File: src/design/pdc_pkg.sv
// Shared types, register codes and constants of the deadband PID controller.
`timescale 1ns / 1ps

package pdc_pkg;

    // configuration port
    localparam int CFG_IDX_W  = 3;
    localparam int CFG_DATA_W = 16;

    localparam logic [CFG_IDX_W-1:0] CFG_PROP_GAIN      = 3'd0;
    localparam logic [CFG_IDX_W-1:0] CFG_INTEG_GAIN     = 3'd1;
    localparam logic [CFG_IDX_W-1:0] CFG_DERIV_GAIN     = 3'd2;
    localparam logic [CFG_IDX_W-1:0] CFG_OUTPUT_LIMIT   = 3'd3;
    localparam logic [CFG_IDX_W-1:0] CFG_INTEGRAL_LIMIT = 3'd4;
    localparam logic [CFG_IDX_W-1:0] CFG_DEAD_BAND      = 3'd5;

    localparam logic signed [15:0] PROP_GAIN_RST      = 16'sd179;
    localparam logic signed [15:0] INTEG_GAIN_RST     = 16'sd0;
    localparam logic signed [15:0] DERIV_GAIN_RST     = 16'sd0;
    localparam logic [14:0]        OUTPUT_LIMIT_RST   = 15'd2867;
    localparam logic [14:0]        INTEGRAL_LIMIT_RST = 15'd1229;
    localparam logic [14:0]        DEAD_BAND_RST      = 15'd82;

    // shared multiplier: 34 x 18 signed
    localparam int MUL_A_W = 34;
    localparam int MUL_B_W = 18;
    localparam int MUL_P_W = MUL_A_W + MUL_B_W;

    // serial divider: 41-bit magnitude by 16-bit step time, one bit per cycle
    localparam int DIV_N_W   = 41;
    localparam int DIV_D_W   = 16;
    localparam int DIV_CNT_W = $clog2(DIV_N_W);

    typedef struct packed {
        logic signed [15:0] prop_gain;
        logic signed [15:0] integ_gain;
        logic signed [15:0] deriv_gain;
        logic [14:0]        output_limit;
        logic [14:0]        integral_limit;
        logic [14:0]        dead_band;
    } pdc_cfg_t;

    typedef struct packed {
        logic signed [15:0] setpoint;
        logic signed [15:0] measured;
        logic [15:0]        step_time;
    } pdc_in_t;

    typedef struct packed {
        logic signed [15:0] drive;
        logic               saturated;
    } pdc_out_t;

    typedef enum logic [3:0] {
        ST_IDLE,
        ST_ERR,
        ST_MUL_D,
        ST_DIV_GO,
        ST_MUL_I1,
        ST_MUL_I2,
        ST_INTEG,
        ST_WAIT_DIV,
        ST_SUM,
        ST_CLAMP,
        ST_DONE
    } pdc_state_t;

endpackage

File: src/design/pid_deadband_clamped.sv
// Top level of the fixed-point PID controller with deadband and clamped integral.
`timescale 1ns / 1ps

// Usage:
//   Input channel in_valid / in_stall / in_item carries setpoint, measured and
//   step_time. An item is taken when in_valid is high and in_stall low.
//   Output channel out_valid / out_stall / out_item returns one drive value
//   and a saturated flag for every item, in order.
//   Config port: cfg_we, cfg_index, cfg_data write one of the six gain and
//   limit registers per write; write only while no item is in flight.
// Derivative: formed by the 41-step serial divider (kd * de * 256 / dt).
//   A zero step_time item skips all arithmetic and returns a zero drive.
// Flow: one item at a time; in_stall stays high from accept until the
//   result has been moved into the output register. A single shared
//   34x18 multiplier does all four products.
// Output stall: the result waits in the output register; the next item can
//   be accepted meanwhile, but its result is held back until the register
//   frees up.
// Reset: rst_n clears registers to their defaults, zeroes the integral and
//   the stored error, and empties the output register.

module pid_deadband_clamped
    import pdc_pkg::*;
(
    input  logic                  clk,
    input  logic                  rst_n,
    input  logic                  in_valid,
    output logic                  in_stall,
    input  pdc_in_t               in_item,
    output logic                  out_valid,
    input  logic                  out_stall,
    output pdc_out_t              out_item,
    input  logic                  cfg_we,
    input  logic [CFG_IDX_W-1:0]  cfg_index,
    input  logic [CFG_DATA_W-1:0] cfg_data
);

    pdc_cfg_t cfg;

    pdc_state_t state_reg, state_next;

    // controller state
    logic signed [16:0] prev_err_reg, prev_err_next;
    logic signed [31:0] acc_reg, acc_next;

    // per-item working registers
    pdc_in_t            in_reg, in_next;
    logic signed [16:0] err_reg, err_next;
    logic signed [24:0] p_reg, p_next;
    logic               d_neg_reg, d_neg_next;
    logic signed [42:0] sum_reg, sum_next;
    pdc_out_t           res_reg, res_next;

    // output register
    logic               out_valid_reg, out_valid_next;
    pdc_out_t           out_item_reg, out_item_next;

    // shared units
    logic signed [MUL_A_W-1:0] mul_a;
    logic signed [MUL_B_W-1:0] mul_b;
    logic signed [MUL_P_W-1:0] prod;
    logic                      div_start;
    logic                      div_busy;
    logic [DIV_N_W-1:0]        div_mag;
    logic [DIV_N_W-1:0]        div_quo;

    // datapath terms
    logic signed [16:0]        e_raw;
    logic signed [16:0]        db17;
    logic                      in_band;
    logic signed [16:0]        e_dz;
    logic signed [17:0]        de;
    logic signed [MUL_P_W-1:0] prod_rnd;
    logic signed [41:0]        inc;
    logic signed [41:0]        acc_sum;
    logic signed [41:0]        ilim;
    logic signed [31:0]        acc_clamped;
    logic signed [33:0]        i_rnd;
    logic signed [16:0]        i_term;
    logic signed [41:0]        dvd;
    logic signed [41:0]        dvd_mag;
    logic signed [41:0]        d_term;
    logic signed [42:0]        olim;

    pdc_cfg u_cfg (
        .clk       (clk),
        .rst_n     (rst_n),
        .cfg_we    (cfg_we),
        .cfg_index (cfg_index),
        .cfg_data  (cfg_data),
        .cfg       (cfg)
    );

    pdc_mul u_mul (
        .clk   (clk),
        .mul_a (mul_a),
        .mul_b (mul_b),
        .prod  (prod)
    );

    pdc_div u_div (
        .clk      (clk),
        .rst_n    (rst_n),
        .start    (div_start),
        .dividend (div_mag),
        .divisor  (in_reg.step_time),
        .busy     (div_busy),
        .quotient (div_quo)
    );

    // error with deadband
    assign e_raw   = 17'(in_reg.setpoint) - 17'(in_reg.measured);
    assign db17    = $signed({2'b00, cfg.dead_band});
    assign in_band = (e_raw < db17) && (e_raw > -db17);
    assign e_dz    = in_band ? 17'sd0 : e_raw;
    assign de      = 18'(err_reg) - 18'(prev_err_reg);

    // round to nearest, ties up: add half then arithmetic shift
    assign prod_rnd = (prod + MUL_P_W'(128)) >>> 8;
    assign inc      = prod_rnd[41:0];

    // integral update and clamp, Q.28
    assign acc_sum = 42'(acc_reg) + inc;
    assign ilim    = $signed({11'b0, cfg.integral_limit, 16'b0});
    always_comb
    begin
        priority if (acc_sum > ilim)
        begin
            acc_clamped = ilim[31:0];
        end
        else if (acc_sum < -ilim)
        begin
            acc_clamped = 32'(-ilim);
        end
        else
        begin
            acc_clamped = acc_sum[31:0];
        end
    end
    assign i_rnd  = (34'(acc_reg) + 34'sd32768) >>> 16;
    assign i_term = i_rnd[16:0];

    // derivative: sign-magnitude into the serial divider, truncation toward zero
    assign dvd     = $signed({prod[33:0], 8'b0});
    assign dvd_mag = dvd[41] ? -dvd : dvd;
    assign div_mag = dvd_mag[DIV_N_W-1:0];
    assign d_term  = d_neg_reg ? -$signed({1'b0, div_quo}) : $signed({1'b0, div_quo});

    assign olim = $signed({28'b0, cfg.output_limit});

    // sequencer
    always_comb
    begin
        state_next     = state_reg;
        prev_err_next  = prev_err_reg;
        acc_next       = acc_reg;
        in_next        = in_reg;
        err_next       = err_reg;
        p_next         = p_reg;
        d_neg_next     = d_neg_reg;
        sum_next       = sum_reg;
        res_next       = res_reg;
        out_valid_next = out_valid_reg;
        out_item_next  = out_item_reg;
        mul_a          = '0;
        mul_b          = '0;
        div_start      = 1'b0;

        if (out_valid_reg && !out_stall)
        begin
            out_valid_next = 1'b0;
        end

        unique case (state_reg)
            ST_IDLE:
            begin
                if (in_valid)
                begin
                    in_next    = in_item;
                    state_next = ST_ERR;
                end
            end
            ST_ERR:
            begin
                err_next = e_dz;
                if (in_reg.step_time == '0)
                begin
                    // invalid time step: zero drive, state untouched
                    res_next   = '0;
                    state_next = ST_DONE;
                end
                else
                begin
                    state_next = ST_MUL_D;
                end
            end
            ST_MUL_D:
            begin
                mul_a      = MUL_A_W'(cfg.deriv_gain);
                mul_b      = de;
                state_next = ST_DIV_GO;
            end
            ST_DIV_GO:
            begin
                div_start  = 1'b1;
                d_neg_next = dvd[41];
                mul_a      = MUL_A_W'(cfg.prop_gain);
                mul_b      = MUL_B_W'(err_reg);
                state_next = ST_MUL_I1;
            end
            ST_MUL_I1:
            begin
                p_next     = prod_rnd[24:0];
                mul_a      = MUL_A_W'(cfg.integ_gain);
                mul_b      = MUL_B_W'(err_reg);
                state_next = ST_MUL_I2;
            end
            ST_MUL_I2:
            begin
                mul_a      = prod[MUL_A_W-1:0];
                mul_b      = $signed({2'b00, in_reg.step_time});
                state_next = ST_INTEG;
            end
            ST_INTEG:
            begin
                acc_next      = acc_clamped;
                prev_err_next = err_reg;
                state_next    = ST_WAIT_DIV;
            end
            ST_WAIT_DIV:
            begin
                if (!div_busy)
                begin
                    state_next = ST_SUM;
                end
            end
            ST_SUM:
            begin
                sum_next   = 43'(p_reg) + 43'(i_term) + 43'(d_term);
                state_next = ST_CLAMP;
            end
            ST_CLAMP:
            begin
                priority if (sum_reg > olim)
                begin
                    res_next.drive     = olim[15:0];
                    res_next.saturated = 1'b1;
                end
                else if (sum_reg < -olim)
                begin
                    res_next.drive     = 16'(-olim);
                    res_next.saturated = 1'b1;
                end
                else
                begin
                    res_next.drive     = sum_reg[15:0];
                    res_next.saturated = 1'b0;
                end
                state_next = ST_DONE;
            end
            ST_DONE:
            begin
                if (!out_valid_reg || !out_stall)
                begin
                    out_valid_next = 1'b1;
                    out_item_next  = res_reg;
                    state_next     = ST_IDLE;
                end
            end
            default:
            begin
                state_next = ST_IDLE;
            end
        endcase
    end

    always_ff @(posedge clk or negedge rst_n)
    begin
        if (!rst_n)
        begin
            state_reg     <= ST_IDLE;
            out_valid_reg <= 1'b0;
            prev_err_reg  <= '0;
            acc_reg       <= '0;
        end
        else
        begin
            state_reg     <= state_next;
            out_valid_reg <= out_valid_next;
            prev_err_reg  <= prev_err_next;
            acc_reg       <= acc_next;
        end
    end

    always_ff @(posedge clk)
    begin
        in_reg       <= in_next;
        err_reg      <= err_next;
        p_reg        <= p_next;
        d_neg_reg    <= d_neg_next;
        sum_reg      <= sum_next;
        res_reg      <= res_next;
        out_item_reg <= out_item_next;
    end

    assign in_stall  = (state_reg != ST_IDLE);
    assign out_valid = out_valid_reg;
    assign out_item  = out_item_reg;

endmodule

File: src/design/pdc_cfg.sv
// Configuration register file of the deadband PID controller.
`timescale 1ns / 1ps

module pdc_cfg
    import pdc_pkg::*;
(
    input  logic                  clk,
    input  logic                  rst_n,
    input  logic                  cfg_we,
    input  logic [CFG_IDX_W-1:0]  cfg_index,
    input  logic [CFG_DATA_W-1:0] cfg_data,
    output pdc_cfg_t              cfg
);

    pdc_cfg_t cfg_reg;
    pdc_cfg_t cfg_next;

    always_comb
    begin
        cfg_next = cfg_reg;
        if (cfg_we)
        begin
            unique case (cfg_index)
                CFG_PROP_GAIN:      cfg_next.prop_gain      = cfg_data;
                CFG_INTEG_GAIN:     cfg_next.integ_gain     = cfg_data;
                CFG_DERIV_GAIN:     cfg_next.deriv_gain     = cfg_data;
                CFG_OUTPUT_LIMIT:   cfg_next.output_limit   = cfg_data[14:0];
                CFG_INTEGRAL_LIMIT: cfg_next.integral_limit = cfg_data[14:0];
                CFG_DEAD_BAND:      cfg_next.dead_band      = cfg_data[14:0];
                default:            cfg_next = cfg_reg;
            endcase
        end
    end

    always_ff @(posedge clk or negedge rst_n)
    begin
        if (!rst_n)
        begin
            cfg_reg.prop_gain      <= PROP_GAIN_RST;
            cfg_reg.integ_gain     <= INTEG_GAIN_RST;
            cfg_reg.deriv_gain     <= DERIV_GAIN_RST;
            cfg_reg.output_limit   <= OUTPUT_LIMIT_RST;
            cfg_reg.integral_limit <= INTEGRAL_LIMIT_RST;
            cfg_reg.dead_band      <= DEAD_BAND_RST;
        end
        else
        begin
            cfg_reg <= cfg_next;
        end
    end

    assign cfg = cfg_reg;

endmodule

File: src/design/pdc_mul.sv
// Shared signed multiplier with a registered product.
`timescale 1ns / 1ps

module pdc_mul
    import pdc_pkg::*;
(
    input  logic                      clk,
    input  logic signed [MUL_A_W-1:0] mul_a,
    input  logic signed [MUL_B_W-1:0] mul_b,
    output logic signed [MUL_P_W-1:0] prod
);

    logic signed [MUL_P_W-1:0] prod_reg;
    logic signed [MUL_P_W-1:0] prod_next;

    assign prod_next = MUL_P_W'(mul_a) * MUL_P_W'(mul_b);

    always_ff @(posedge clk)
    begin
        prod_reg <= prod_next;
    end

    assign prod = prod_reg;

endmodule

File: src/design/pdc_div.sv
// Restoring serial divider, one quotient bit per cycle.
`timescale 1ns / 1ps

module pdc_div
    import pdc_pkg::*;
(
    input  logic               clk,
    input  logic               rst_n,
    input  logic               start,
    input  logic [DIV_N_W-1:0] dividend,
    input  logic [DIV_D_W-1:0] divisor,
    output logic               busy,
    output logic [DIV_N_W-1:0] quotient
);

    logic                 busy_reg, busy_next;
    logic [DIV_CNT_W-1:0] cnt_reg, cnt_next;
    logic [DIV_D_W-1:0]   rem_reg, rem_next;
    logic [DIV_D_W-1:0]   dv_reg, dv_next;
    logic [DIV_N_W-1:0]   quo_reg, quo_next;
    logic [DIV_D_W:0]     trial;
    logic [DIV_D_W:0]     diff;
    logic                 fits;

    assign trial = {rem_reg, quo_reg[DIV_N_W-1]};
    assign diff  = trial - {1'b0, dv_reg};
    assign fits  = (trial >= {1'b0, dv_reg});

    always_comb
    begin
        busy_next = busy_reg;
        cnt_next  = cnt_reg;
        rem_next  = rem_reg;
        dv_next   = dv_reg;
        quo_next  = quo_reg;
        if (start)
        begin
            busy_next = 1'b1;
            cnt_next  = DIV_CNT_W'(DIV_N_W - 1);
            rem_next  = '0;
            dv_next   = divisor;
            quo_next  = dividend;
        end
        else if (busy_reg)
        begin
            rem_next = fits ? diff[DIV_D_W-1:0] : trial[DIV_D_W-1:0];
            quo_next = {quo_reg[DIV_N_W-2:0], fits};
            if (cnt_reg == '0)
            begin
                busy_next = 1'b0;
            end
            else
            begin
                cnt_next = cnt_reg - 1'b1;
            end
        end
    end

    always_ff @(posedge clk or negedge rst_n)
    begin
        if (!rst_n)
        begin
            busy_reg <= 1'b0;
            cnt_reg  <= '0;
        end
        else
        begin
            busy_reg <= busy_next;
            cnt_reg  <= cnt_next;
        end
    end

    always_ff @(posedge clk)
    begin
        rem_reg <= rem_next;
        dv_reg  <= dv_next;
        quo_reg <= quo_next;
    end

    assign busy     = busy_reg;
    assign quotient = quo_reg;

endmodule

File: config.mk
export PLATFORM = sky130hd
export DESIGN_NAME = pid_deadband_clamped
export DESIGN_NICKNAME = d
export VERILOG_FILES = /design/src/design/pdc_pkg.sv /design/src/design/pid_deadband_clamped.sv /design/src/design/pdc_cfg.sv /design/src/design/pdc_mul.sv /design/src/design/pdc_div.sv
export SDC_FILE = /design/constraint.sdc
export NUM_CORES = 2
export LEC_CHECK = 0
export BUFFER_PORTS_ARGS = -buffer_cell sky130_fd_sc_hd__buf_2
export CAP_MARGIN = 25
export CORE_MARGIN = 1.5
export CORE_UTILIZATION = 60
export CTS_BUF_LIST = sky130_fd_sc_hd__clkbuf_4
export DETAILED_ROUTE_END_ITERATION = 12
export PLACE_DENSITY = 0.77
export RECOVER_POWER = 50
export SLEW_MARGIN = 20
export SYNTH_ARGS = -nofsm -noshare
export SYNTH_HDL_FRONTEND = slang
export SYNTH_SLANG_ARGS = --single-unit
File: constraint.sdc
create_clock -name clk -period 10 [get_ports clk]
set_input_delay 2 -clock clk [delete_from_list [all_inputs] [get_ports clk]]
set_output_delay 2 -clock clk [all_outputs]
set_load 0.05 [all_outputs]
==> flow_summary_export.csv <==
group,metric,value,unit
status,status,"complete, but fails checks",
status,violations,"max-capacitance violations, max-slew violations",
cts,insertion_delay,970,ps
yosys,syn_inst,5345,
grt,gr-usage-all-layers,32.8,%
placement,port_buffers,90,
route,drtAntennaViolNets,0,
worst_setup_path,rr_endpoint,"u_mul.prod[47]",
sta,tightest_slew,4990,ps
worst_setup_path,crit_path_top_delay_cell,"fa_1",
die,die_h,291,µm
worst_setup_path,crit_buf_inv,4,
yosys,synth.distinct_cells,88,
sta,maxSlewViolCount,422,
sta,clock_skew,102,ps
worst_setup_path,critPathTopFamily,"adder cells",
min_path,hp-start,"res_reg[8]",
cts,root_buffer,"clkbuf_4",
grt,grt_pass1_vias,39983,
final_layout,ff_latch_area,0.0120,mm²
sta,fin_crit,9490,ps
cts,cts.clk_slew.worst_paths,70,ps
route,avgRoutedWirePerCell,20.6,µm
worst_setup_path,worstPathArrival,10300,ps
route,wl,136000,µm
yosys,synth-simple-area-share,14.1,%
worst_setup_path,cp_common_cell,"fa_1",
sta,rsz0062_at_grt,"false",
final_layout,largest_register_ffs,93,
min_path,min_to,"out_item[8]",
sta,slew-limit-headroom,-232,%
worst_setup_path,regToRegSetupSlack,510,ps
die,fp.coreArea,0.0822,mm²
die,io_pins,91,
sta,fin_crit_sh,94.9,%
route,dr.pass1.iters,7,
yosys,synth-xor-area-share,5.67,%
placement,dp_hpwl,110000,µm
sta,tns,0,ps
worst_setup_path,cp_num_cells,35,
sta,hold_violations,0,
final_layout,multi_input_area,0.0344,mm²
grt,gr-total-overflow,0,
worst_setup_path,r2r-start,"err_reg[0]",
sta,fmax,0.105,GHz
cts,cts_tree,"built",
grt,grt_max_degree,89,
final_layout,syn2layout_area_growth,6.74,%
yosys,synth-adder-area-share,34.6,%
yosys,synth_compound_area_share,11.6,%
yosys,yosysSeqAreaShare,23.9,%
cts,cts_max_level,3,
final_layout,drive_gt1_share,9.63,%
route,drc,0,
yosys,synth_async_sr_flop_share,34.6,%
yosys,synth-edff-count,225,
cts,cts-buffers-inserted,116,
yosys,synth_top_family_by_area,"adder cells",
grt,antenna_found_initial,8,
route,drtIter0Drc,3408,
final_layout,fillers,6821,
worst_setup_path,crit_required,10810,ps
worst_setup_path,rr_worst_depth,35,
yosys,synthMuxAreaShare,2.64,%
die,initial_core_util,60.7,%
route,vias,39334,
die,std_cell_rows,105,
yosys,mappedNetlistNets,6428,
route,vias_per_cell,5.94,
yosys,synth_seq_cells,445,
final_layout,fin_nets,6531,
worst_setup_path,cpPeakStageDelay,550,ps
worst_setup_path,start_kind,"flop",
sta,setup_viol,0,
placement,routabilityCongestion,0.982,
worst_setup_path,end_kind,"flop",
yosys,syn-cell-area,0.0499,mm²
yosys,synth.avg_cell_area,9.34,µm²
yosys,ys.flop_type,"edfxtp_1",
grt,grt_pass1_wl,217000,µm
cts,cts.sinks,445,
cts,cts.path.max_buffers,3,
die,dieArea,0.0850,mm²
worst_setup_path,critical_path_class,"reg2reg",
die,fp.dieW,291,µm
min_path,hp-class,"reg2reg",
cts,cts-hold-fix-buffers,0,
worst_setup_path,cp_max_fo,15,
yosys,synth_warnings,0,
min_path,hold_depth,0,
flow_run,drv_cap,8,
## synth_stat cells (all sizes together), types with 15 or more instances
library cell	n	area, µm²
a211oi	21	158
a21o	117	878
a21oi	225	1130
a22o	15	131
a22oi	49	368
a31oi	23	144
and2	40	251
and3	48	300
buf	19	81.3
clkbuf	188	707
dfrtp	133	3330
dfstp	21	552
dfxtp	66	1320
edfxtp	225	6760
fa	618	12400
ha	393	4920
inv	777	2920
mux2	87	980
mux2i	34	340
nand2	710	2670
nand2b	45	289
nand3	83	415
nand4	51	319
nor2	352	1320
nor2b	33	206
nor3	73	365
nor4	30	209
o21a	62	465
o21ai	237	1190
o31ai	32	250
o41ai	17	156
or2	15	93.8
or3	20	150
or4	22	186
xnor2	235	2060
xor2	88	771
## per-stage QoR
stage | util [%] | std cells | hold WS (ps) | setup slack (ps) | cell area [µm²]
floorplan | - | 5345 | 400 | 912 | 49900
global placement | 62.9 | 6388 | 401 | 220 | 51700
detailed placement | 62.9 | 6391 | 405 | 49.1 | 51800
CTS | 64.8 | 6609 | 421 | 147 | 53300
global route | 64.8 | 6619 | 428 | 45.2 | 53300
finish | 64.8 | 6620 | 417 | 512 | 53300
## what timing repair did
action,in CTS,in global routing
endpoints found under the setup margin,1,10
hold endpoints to repair,0,0
setup buffers,0,7
pin swaps,0,3
gates resized for setup,1,9
## layer usage
layer  wire, µm  global-route usage (%)
met2      61600                    51.8
met1      54400                    42.8
met3      13300                    7.69
met4       6980                    15.3
met5         43                       0
## worst max-delay path by stage
stage / from / endpoint
finish: err_reg[0] / u_mul.prod[47]
CTS: err_reg[0] / u_mul.prod[47]
floorplan: err_reg[0] / u_mul.prod[49]
global placement: err_reg[0] / u_mul.prod[47]
global route: err_reg[0] / u_mul.prod[46]
detailed placement: err_reg[0] / u_mul.prod[47]
## cells by family (layout without fill, tap and decap cells)
logic type,after synthesis,after routing
and+or+nand+nor,1553,1553
muxes,121,121
DFF,445,445
xor gates and xnor gates,323,323
AOI/OAI and AO/OA,908,908
buffers and inverters,984,1187
other,0,2
adders and majority gates,1011,1011
## area by class of cell
type	instances	share of cell area [%]
multi-input combinational	3916	64.5
inverter	777	5.47
clock buffer	170	2.39
sequential	445	22.4
antenna	2	0.00939
clock inverter	48	0.441
tap	1070	2.51
timing repair buffer	192	2.21
## layout by cell type, fill, tap and decap left out, types with 133 or more instances in the layout
cell | netlist | layout
clkbuf_4 | 0 | 170
ha_1 | 393 | 393
inv_1 | 774 | 774
xnor2_1 | 235 | 235
nor2_1 | 352 | 349
dfrtp_1 | 133 | 133
nand2_1 | 709 | 708
o21ai_0 | 207 | 206
a21oi_1 | 225 | 222
edfxtp_1 | 225 | 225
fa_1 | 618 | 618
Power is not shown: default switching activity piles up to over one toggle a cycle in this logic, so the estimate is an artifact.
